<file path="src/rtl/core/servo_command_parser_defines.svh">
// Assertion macros for the servo command parser.
`ifndef SERVO_COMMAND_PARSER_DEFINES_SVH
`define SERVO_COMMAND_PARSER_DEFINES_SVH

// Same-cycle implication, checked out of reset.
`define SCP_ASSERT_NOW(label, ante, cons) \
  label: assert property (@(posedge clk) disable iff (rst) (ante) |-> (cons)) \
    else $error("scp assertion failed");

// Next-cycle implication, checked out of reset.
`define SCP_ASSERT_NEXT(label, ante, cons) \
  label: assert property (@(posedge clk) disable iff (rst) (ante) |=> (cons)) \
    else $error("scp assertion failed");

`endif

</file>
<file path="src/rtl/core/scp_pkg.sv">
package scp_pkg;

  localparam logic [7:0] ANGLE_MAX    = 8'd180;
  localparam logic [7:0] ANGLE_CENTER = 8'd90;
  localparam logic [7:0] BYTE_CR      = 8'd13;
  localparam logic [7:0] BYTE_LF      = 8'd10;
  localparam logic [7:0] BYTE_SPACE   = 8'd32;
  localparam logic [2:0] CENTER_LEN   = 3'd6;
  localparam logic [2:0] SWEEP_LEN    = 3'd5;
  localparam logic [2:0] COUNT_SAT    = 3'd7;
  localparam logic [7:0] NUMBER_SAT   = 8'd255;

  typedef enum logic [1:0] {
    ACT_UNKNOWN = 2'd0,
    ACT_MOVE    = 2'd1,
    ACT_SWEEP   = 2'd2
  } action_t;

  typedef struct packed {
    logic [2:0] byte_count;
    logic [7:0] first_value;
    logic [2:0] center_progress;
    logic [2:0] sweep_progress;
    logic       center_alive;
    logic       sweep_alive;
    logic       digits_alive;
    logic       digit_count;
    logic [7:0] number_value;
    logic       trailing_space;
  } msg_state_t;

  localparam msg_state_t MSG_CLEAR = '{
    byte_count:      3'd0,
    first_value:     8'd0,
    center_progress: 3'd0,
    sweep_progress:  3'd0,
    center_alive:    1'b1,
    sweep_alive:     1'b1,
    digits_alive:    1'b1,
    digit_count:     1'b0,
    number_value:    8'd0,
    trailing_space:  1'b0
  };

  typedef struct packed {
    action_t    action;
    logic [7:0] angle;
  } result_t;

  function automatic logic [7:0] center_letter(input logic [2:0] idx);
    logic [7:0] c;
    unique case (idx)
      3'd0:    c = "C";
      3'd1:    c = "E";
      3'd2:    c = "N";
      3'd3:    c = "T";
      3'd4:    c = "E";
      3'd5:    c = "R";
      default: c = 8'd0;
    endcase
    return c;
  endfunction

  function automatic logic [7:0] sweep_letter(input logic [2:0] idx);
    logic [7:0] c;
    unique case (idx)
      3'd0:    c = "S";
      3'd1:    c = "W";
      3'd2:    c = "E";
      3'd3:    c = "E";
      3'd4:    c = "P";
      default: c = 8'd0;
    endcase
    return c;
  endfunction

  function automatic logic is_digit(input logic [7:0] b);
    return (b >= "0") && (b <= "9");
  endfunction

  function automatic logic [7:0] to_upper(input logic [7:0] b);
    if ((b >= "a") && (b <= "z")) begin
      return b - 8'd32;
    end
    return b;
  endfunction

endpackage

</file>
<file path="src/rtl/core/scp_parse.sv">
module scp_parse (
  input  logic             clk,
  input  logic             rst,
  input  logic             advance,
  input  logic [7:0]       data,
  input  logic             last,
  output scp_pkg::result_t result
);

  scp_pkg::msg_state_t st;
  scp_pkg::msg_state_t st_next;
  logic [7:0]          current_angle;
  logic [7:0]          current_angle_next;
  logic [7:0]          upper_byte;
  logic                is_ws;
  logic [11:0]         number_acc;

  always_comb begin
    upper_byte = scp_pkg::to_upper(data);
    is_ws      = (data == scp_pkg::BYTE_CR) || (data == scp_pkg::BYTE_LF) ||
                 (data == scp_pkg::BYTE_SPACE);
    number_acc = {4'd0, st.number_value} * 12'd10 + {8'd0, data[3:0]};

    st_next = st;
    if (st.byte_count == 3'd0) begin
      st_next.first_value = data;
    end
    if (st.byte_count != scp_pkg::COUNT_SAT) begin
      st_next.byte_count = st.byte_count + 3'd1;
    end

    if (is_ws) begin
      st_next.trailing_space = 1'b1;
    end else if (st.trailing_space) begin
      st_next.center_alive = 1'b0;
      st_next.sweep_alive  = 1'b0;
      st_next.digits_alive = 1'b0;
    end else begin
      if (st.center_alive && (st.center_progress < scp_pkg::CENTER_LEN) &&
          (upper_byte == scp_pkg::center_letter(st.center_progress))) begin
        st_next.center_progress = st.center_progress + 3'd1;
      end else begin
        st_next.center_alive = 1'b0;
      end
      if (st.sweep_alive && (st.sweep_progress < scp_pkg::SWEEP_LEN) &&
          (upper_byte == scp_pkg::sweep_letter(st.sweep_progress))) begin
        st_next.sweep_progress = st.sweep_progress + 3'd1;
      end else begin
        st_next.sweep_alive = 1'b0;
      end
      if (st.digits_alive && scp_pkg::is_digit(data)) begin
        st_next.number_value = (number_acc > {4'd0, scp_pkg::NUMBER_SAT}) ?
                               scp_pkg::NUMBER_SAT : number_acc[7:0];
        st_next.digit_count  = 1'b1;
      end else begin
        st_next.digits_alive = 1'b0;
      end
    end

    result.action = scp_pkg::ACT_UNKNOWN;
    result.angle  = current_angle;
    priority if ((st_next.byte_count == 3'd1) &&
                 (st_next.first_value <= scp_pkg::ANGLE_MAX) &&
                 !scp_pkg::is_digit(st_next.first_value)) begin
      result.action = scp_pkg::ACT_MOVE;
      result.angle  = st_next.first_value;
    end else if (st_next.center_alive &&
                 (st_next.center_progress == scp_pkg::CENTER_LEN)) begin
      result.action = scp_pkg::ACT_MOVE;
      result.angle  = scp_pkg::ANGLE_CENTER;
    end else if (st_next.sweep_alive &&
                 (st_next.sweep_progress == scp_pkg::SWEEP_LEN)) begin
      result.action = scp_pkg::ACT_SWEEP;
      result.angle  = scp_pkg::ANGLE_CENTER;
    end else if (st_next.digits_alive && st_next.digit_count) begin
      result.action = scp_pkg::ACT_MOVE;
      result.angle  = (st_next.number_value > scp_pkg::ANGLE_MAX) ?
                      scp_pkg::ANGLE_MAX : st_next.number_value;
    end else begin
      result.action = scp_pkg::ACT_UNKNOWN;
      result.angle  = current_angle;
    end

    current_angle_next = (advance && last) ? result.angle : current_angle;
  end

  always_ff @(posedge clk) begin
    if (rst) begin
      st            <= scp_pkg::MSG_CLEAR;
      current_angle <= scp_pkg::ANGLE_CENTER;
    end else if (advance) begin
      st            <= last ? scp_pkg::MSG_CLEAR : st_next;
      current_angle <= current_angle_next;
    end
  end

endmodule

</file>
<file path="src/rtl/core/servo_command_parser.sv">
// Servo command parser.
// Input channel (msg_valid / msg_stall): one message byte per transfer on
// msg_byte, with last_byte high on the final byte of a message.
// Output channel (cmd_valid / cmd_stall): one result per message, carrying
// action (unknown, move, sweep) and the servo angle after the command.
// Throughput: one byte per cycle, sustained while no last byte waits on a stalled result.
// Path: the last byte of a message goes into the input register, then its
// result into the result register that drives the outputs; a stalled
// previous result can hold that byte in the input register in between.
// Bytes that are not last never wait on the output side; a last byte holds
// in the input register while a previous result is stalled, and msg_stall
// rises only then.
// Reset clears the partial message, both valid flags, and sets the angle
// to 90 degrees.
// A stalled result holds its value until cmd_stall drops.
`include "servo_command_parser_defines.svh"

module servo_command_parser (
  input  logic       clk,
  input  logic       rst,
  input  logic       msg_valid,
  output logic       msg_stall,
  input  logic [7:0] msg_byte,
  input  logic       last_byte,
  output logic       cmd_valid,
  input  logic       cmd_stall,
  output logic [1:0] action,
  output logic [7:0] angle
);

  logic             s1_valid;
  logic [7:0]       s1_byte;
  logic             s1_last;
  logic             advance;
  logic             cmd_sweep;
  scp_pkg::result_t result;

  assign advance   = s1_valid && (!s1_last || !cmd_valid || !cmd_stall);
  assign msg_stall = s1_valid && !advance;

  always_ff @(posedge clk) begin
    if (rst) begin
      s1_valid <= 1'b0;
    end else if (!msg_stall) begin
      s1_valid <= msg_valid;
    end
  end

  always_ff @(posedge clk) begin
    if (msg_valid && !msg_stall) begin
      s1_byte <= msg_byte;
      s1_last <= last_byte;
    end
  end

  scp_parse u_parse (
    .clk     (clk),
    .rst     (rst),
    .advance (advance),
    .data    (s1_byte),
    .last    (s1_last),
    .result  (result)
  );

  always_ff @(posedge clk) begin
    if (rst) begin
      cmd_valid <= 1'b0;
    end else if (advance && s1_last) begin
      cmd_valid <= 1'b1;
    end else if (!cmd_stall) begin
      cmd_valid <= 1'b0;
    end
  end

  always_ff @(posedge clk) begin
    if (advance && s1_last) begin
      action <= 2'(result.action);
      angle  <= result.angle;
    end
  end

  assign cmd_sweep = cmd_valid && (action == 2'(scp_pkg::ACT_SWEEP));

  `SCP_ASSERT_NOW(a_angle_range, cmd_valid, angle <= scp_pkg::ANGLE_MAX)
  `SCP_ASSERT_NOW(a_sweep_center, cmd_sweep, angle == scp_pkg::ANGLE_CENTER)
  `SCP_ASSERT_NEXT(a_drain, cmd_valid && !cmd_stall && !(advance && s1_last), !cmd_valid)

endmodule

</file>
<file path="config.mk">
export PLATFORM = sky130hd
export DESIGN_NAME = servo_command_parser
export DESIGN_NICKNAME = d
export VERILOG_FILES = /design/src/rtl/core/scp_pkg.sv /design/src/rtl/core/scp_parse.sv /design/src/rtl/core/servo_command_parser.sv
export VERILOG_INCLUDE_DIRS = /design/src /design/src/rtl/core
export SDC_FILE = /design/constraint.sdc
export NUM_CORES = 1
export LEC_CHECK = 0
export ABC_AREA = 1
export ABC_CLOCK_PERIOD_IN_PS = 9000
export BUFFER_PORTS_ARGS = -buffer_cell sky130_fd_sc_hd__buf_2
export CORE_UTILIZATION = 40
export DETAILED_ROUTE_END_ITERATION = 8
export HOLD_SLACK_MARGIN = 0.1
export PLACE_DENSITY = 0.53
export SETUP_SLACK_MARGIN = 0.3
export SLEW_MARGIN = 20
export SYNTH_ARGS = -nofsm -noshare
export SYNTH_HDL_FRONTEND = slang
export SYNTH_SLANG_ARGS = --single-unit
export TNS_END_PERCENT = 1
</file>
<file path="constraint.sdc">
create_clock -name clk -period 9 [get_ports clk]
set_clock_uncertainty 0.15 [all_clocks]
set_input_delay 2.25 -clock clk [delete_from_list [all_inputs] [get_ports clk]]
set_output_delay 2.25 -clock clk [all_outputs]
set_load 0.01 [all_outputs]
</file>
# Yosys cells after proc, flatten, opt, wreduce, memory -nomap -nowiden
# Cells that the tools add are included.
op_classes:
  add_sub_neg: 5
  multipliers: 1
  n_lt_le_gt_ge: 11
  eq_ne: 19
  n_mux: 31
  reduce_logical: 36
op_table:
  columns: ["cell", "n"]
  rows:
  - ["8-bit two-way mux", 11]
  - ["7-bit case mux with 5 select lines", 1]
  - ["30-bit two-way mux", 1]
  - ["7-bit case mux with 4 select lines", 1]
  - ["9-bit two-way mux", 3]
  - ["18-bit two-way mux", 1]
  - ["1-bit logical AND", 17]
  - ["8-bit by 4-bit == test with 1-bit output (second input constant)", 2]
  - ["8-bit == test", 2]
  - ["8-bit by 6-bit >= comparator with 1-bit output (second input constant)", 2]
  - ["8-bit by 6-bit <= comparator with 1-bit output (second input constant)", 2]
  - ["3-bit == test (second input constant)", 5]
  - ["12-bit by 4-bit adder with 12-bit output", 1]
  - ["3-bit by 2-bit == test with 1-bit output (second input constant)", 4]
  - ["12-bit by 8-bit greater-than comparator with 1-bit output (second input constant)", 1]
  - ["3-bit two-way mux", 4]
  - ["8-bit by 3-bit multiplier with 11-bit output (second input constant)", 1]
  - ["10-bit two-way mux", 1]
  - ["3-bit by 1-bit adder with 3-bit output (second input constant)", 3]
  - ["3-bit by 1-bit == test with 1-bit output (second input constant)", 3]
  - ["3-bit logical NOT", 3]
  - ["8-bit by 6-bit == test with 1-bit output (second input constant)", 1]
  - ["8-bit by 7-bit >= comparator with 1-bit output (second input constant)", 1]
  - ["8-bit greater-than comparator (second input constant)", 1]
  - ["other kinds (13)", 31]
totals:
  register_bits: 59
  output_inout_bits: 12
  elab_cells: 120

# Logic depth before layout (Yosys ltp)
logic_depth:
  word_depth: 16
  ltp_mapped: 22
  depth_no_buf: 22

# Modules after synthesis
# From an unflattened synthesis, not the netlist that was laid out.
unflattened:
  hier_cells: 636
  hier_area_um2: 4226.6
modules_own_cells:
  columns: ["mod", "instances", "cells_per_inst", "area_each_um2", "seq_area_each_um2"]
  rows:
  - ["scp_parse", 1, 598, 3545.9, 760.7]
  - ["servo_command_parser", 1, 38, 680.7, 610.6]

# Worst setup path before layout
# No wires, ideal clock.
synth_timing:
  path_kind: "input to output"
  from: "input port cmd_stall"
  to: "output port msg_stall"
  arrival_ns: 2.544
  t_required_ns: 6.600
  path_slack_ns: 4.056
  stages: 4
  n_path_buf: 0
  path_cell_list: "nand2_1 -> inv_1 -> nand3_1 -> inv_1"
synth_via:
  elab_chain_len: 5
synth_lines:
  columns: ["item", "line_no", "text"]
  rows:
  - ["start, declared", "servo_command_parser.sv:26", "input logic cmd_stall,"]
  - ["1-bit logical NOT", null, null]
  - ["1-bit logical OR", "servo_command_parser.sv:38", "assign advance = s1_valid && (!s1_last || !cmd_valid || !cmd_stall);"]
  - ["1-bit logical AND", "servo_command_parser.sv:38", null]
  - ["1-bit logical NOT", "servo_command_parser.sv:39", "assign msg_stall = s1_valid && !advance;"]
  - ["1-bit logical AND", "servo_command_parser.sv:39", null]
  - ["end, declared", "servo_command_parser.sv:22", "output logic msg_stall,"]
# Every way passes these cells.

# Worst setup path after layout
# Ends and elaborated chain as after synthesis.

==> impl_results.md <==
- RSZ-0062 raised after global routing: no
- Startpoint Class: primary input
- CP Class: primary input to output pin
- Post-route cell area: 0.00461 mm^2
- Routing usage on met3: 0.0359
- Latest clock arrival within the worst-skew pair: 340 ps
- Met1 GRT Util: 0.250
- Die X: 104 um
- Final min period: 5140 ps
- Congestion Overflow GR: 0
- Area occupied by multi-input gates: 0.00240 mm^2
- Final-report setup violation count: 0
- Chip height: 104 um
- Largest fanout on the critical path: 2
- DR pass1 iterations: 4
- Status: completed
- Register area: 0.00137 mm^2
- Fmax achieved: 195 MHz
- Number of max-cap violations: 0
- Synth Area in Compound Gates: 0.0971
- Post-Synth Adder-Cell Area: 0.0884
- Fin util: 0.465
- H-tree levels: 3
- Comb pwr share: 0.131
- Count of different cell masters after synthesis: 38
- Syn Nets: 641
- Final Net Count: 669
- Die area: 0.0107 mm^2
- Worst-path clk slew: 70 ps
- Placer Congestion: 0.829
- Global route hottest layer: met2
- Ports: 25
- Sequential cell fraction of total power: 0.455
- Grt met2 use: 0.346
- Post-synthesis area per instance: 6.89 um^2
- Largest net degree at the start of global routing: 29
- Final period util: 0.571
- Setup Fix Bufs, Post-CTS: 0
- Number of DRC markers in iteration 0: 131
- Initial Util: 0.417
- DRT Wirelength: 9880 um
- Layout cell share with drive strength beyond 1: 0.156
- CTS buffer count: 9
- Simple-gate share of the synthesized area: 0.381
- First-pass GRT wire length: 17300 um
- Via count: 3716
- Area post-placement: 0.00439 mm^2
- Sequential cell area fraction in the yosys report: 0.332
- Worst setup margin: 3860 ps
- Maximum root-to-sink buffer count: 2
- DP HPWL: 7420 um
- Maximum vdd ir drop: 82.1 uV
- Synth-to-Final Area Change: 11.5%
- Port bufs: 24
- Synthesis warning total: 0
- Switching Fraction: 0.277
- Vias in the first global route: 3720
- Critical Path RT: 6600 ps
- Residual DRC: 0
- Initial antenna violation count: 0
- Final hold vios: 0
- Seq cells post-synth: 59
- Final ANT Viol Nets: 0
- GR Util All Layers: 0.200
- Mux cell area share after synthesis: 0
- Cell area after synthesis: 0.00414 mm^2
- Hold Path Class: flip-flop to flip-flop
- Final count of pins violating max slew: 0
- Relative slew slack: 0.566
- Most frequent cells in the layout: nand2_1 (185), inv_1 (74), nor2_1 (49)
- Crit path cell chain: buf_2 -> nand2_1 -> inv_1 -> nand3_1 -> inv_1 -> buf_2
- Drt wl/cell: 12.9 um
- Lkg Pwr: 2.16 nW
- CP peak stage delay: 140 ps
- CORE AREA: 0.00991 mm^2
- Post-CTS Resized: 0
- Vias per cell: 4.85
- Arr. time, crit path: 2740 ps
- Setup slack after placement: 3860 ps
- Synth Instances: 600
- Number of clock sinks: 59
- Largest family of logic cells by synthesized area: simple AND/OR/NAND/NOR gates
- CTS tree: done
- Reg2reg setup slack: 5490 ps
- Clock power frac: 0.415
- Internal: 0.470 mW
- Xor and xnor area share after synthesis: 0.0127
- Final TNS setup: 0 ps
- Crit path max-delay family: buffers and inverters
- Tightest Pin Transition: 649 ps
- Critical path endpoint category: output pin
- Root Buffer: clkbuf_8
- CTS Hold Bufs: 0
- NetSw: 0.180 mW
- N_diodes: 0
- Floorplan row count: 36
- PwrDens: 141 mW/mm^2
- WP buf/inv: 4
- Final-layout fill cell count: 1033
- Most common cell after layout, fill and taps aside: nand2_1
- Critical path's slowest cell: buf_2
power groups by stage:
| stage | registers, mW | logic (mW) | clock network (mW) |
|---|---|---|---|
| 3_5_place_dp | 0.302 | 0.0851 | 0 |
| 5_1_grt | 0.297 | 0.0978 | 0.291 |
| 4_1_cts | 0.296 | 0.0856 | 0.279 |
| 6_report | 0.296 | 0.0851 | 0.270 |
| 2_1_floorplan | 0.299 | 0.0634 | 0 |
| 3_3_place_gp | 0.302 | 0.0849 | 0 |
worst register-to-register path: stages, from the launching register on:
cell and delay, ps:
dfxtp_1 420, ha_1 270, ha_1 210, inv_1 70, fa_1 420, nor2_1 230, nand3_1 130, inv_1 90
nand2_1 50, nand3_1 180, nand3_1 180, o21ai_1 300, nand2_1 80, nor2_1 90, nand2_1 60, nand2_2 100
nand3_1 90, nand2_1 80, nand2_1 70
metal layers:
layer,share of wire,vias up
li1,-,1975
met1,0.49,1669
met2,0.46,55
met3,0.033,17
met4,0.019,0
met5,0,-
path summary, 6_finish.rpt:
kind | cells past startpoint | end | from
worst min-delay path | 2 | u_parse.current_angle[7] | u_parse.current_angle[7]
worst min register to register | 2 | u_parse.current_angle[7] | u_parse.current_angle[7]
worst max register to register | 18 | angle[5] | u_parse.st[4]
worst max-delay path | 6 | msg_stall | cmd_stall
cell usage after synthesis, drive strengths merged:
cell | count | area share
xor2 | 4 | 0.0085
o21bai | 1 | 0.0018
ha | 26 | 0.079
nor4 | 1 | 0.0015
nand4 | 12 | 0.020
nor2 | 60 | 0.071
nand3 | 44 | 0.061
buf | 3 | 0.0054
edfxtp | 19 | 0.14
fa | 2 | 0.0097
or2 | 9 | 0.014
nand2 | 203 | 0.20
xnor2 | 2 | 0.0042
nand3b | 5 | 0.012
o22ai | 4 | 0.0061
dfxtp | 40 | 0.19
inv | 85 | 0.077
nor3 | 3 | 0.0048
clkbuf | 6 | 0.0054
o21ai | 28 | 0.038
a21oi | 42 | 0.052
clkinv | 1 | 0.00091
registers in the layout, summed over array words and instances (netlist names):
signal	cells
s1_last	1
s1_valid	1
u_parse.st	30
u_parse.current_angle	8
cmd_valid	1
s1_byte	8
action	2
angle	8
logic make-up after synthesis:
group,count (synthesis)
AO/OA/AOI/OAI,75
adder cells (fa/ha/maj),28
flip-flops,59
XOR/XNOR,6
buffers and inverters,95
AND/OR/NAND/NOR,337
per-stage QoR:
| stage | hold WS [ps] | power (mW) | cells |
|---|---|---|---|
| detailed placement | 299 | 0.387 | 750 |
| global placement | 300 | 0.386 | 750 |
| CTS | 316 | 0.660 | 766 |
| floorplan | 276 | 0.363 | 600 |
| global route | 346 | 0.686 | 766 |
| finish | 313 | 0.651 | 766 |
layout make-up:
| class | count | share of cell area |
|---|---|---|
| Multi-Input combinational cell | 446 | 0.520 |
| Sequential cell | 59 | 0.298 |
| Inverter | 86 | 0.0700 |
| Tap cell | 133 | 0.0361 |
| Timing Repair Buffer | 26 | 0.0293 |
| Clock buffer | 10 | 0.0277 |
| Clock inverter | 6 | 0.0195 |
Power figures use the tool's default switching activity.
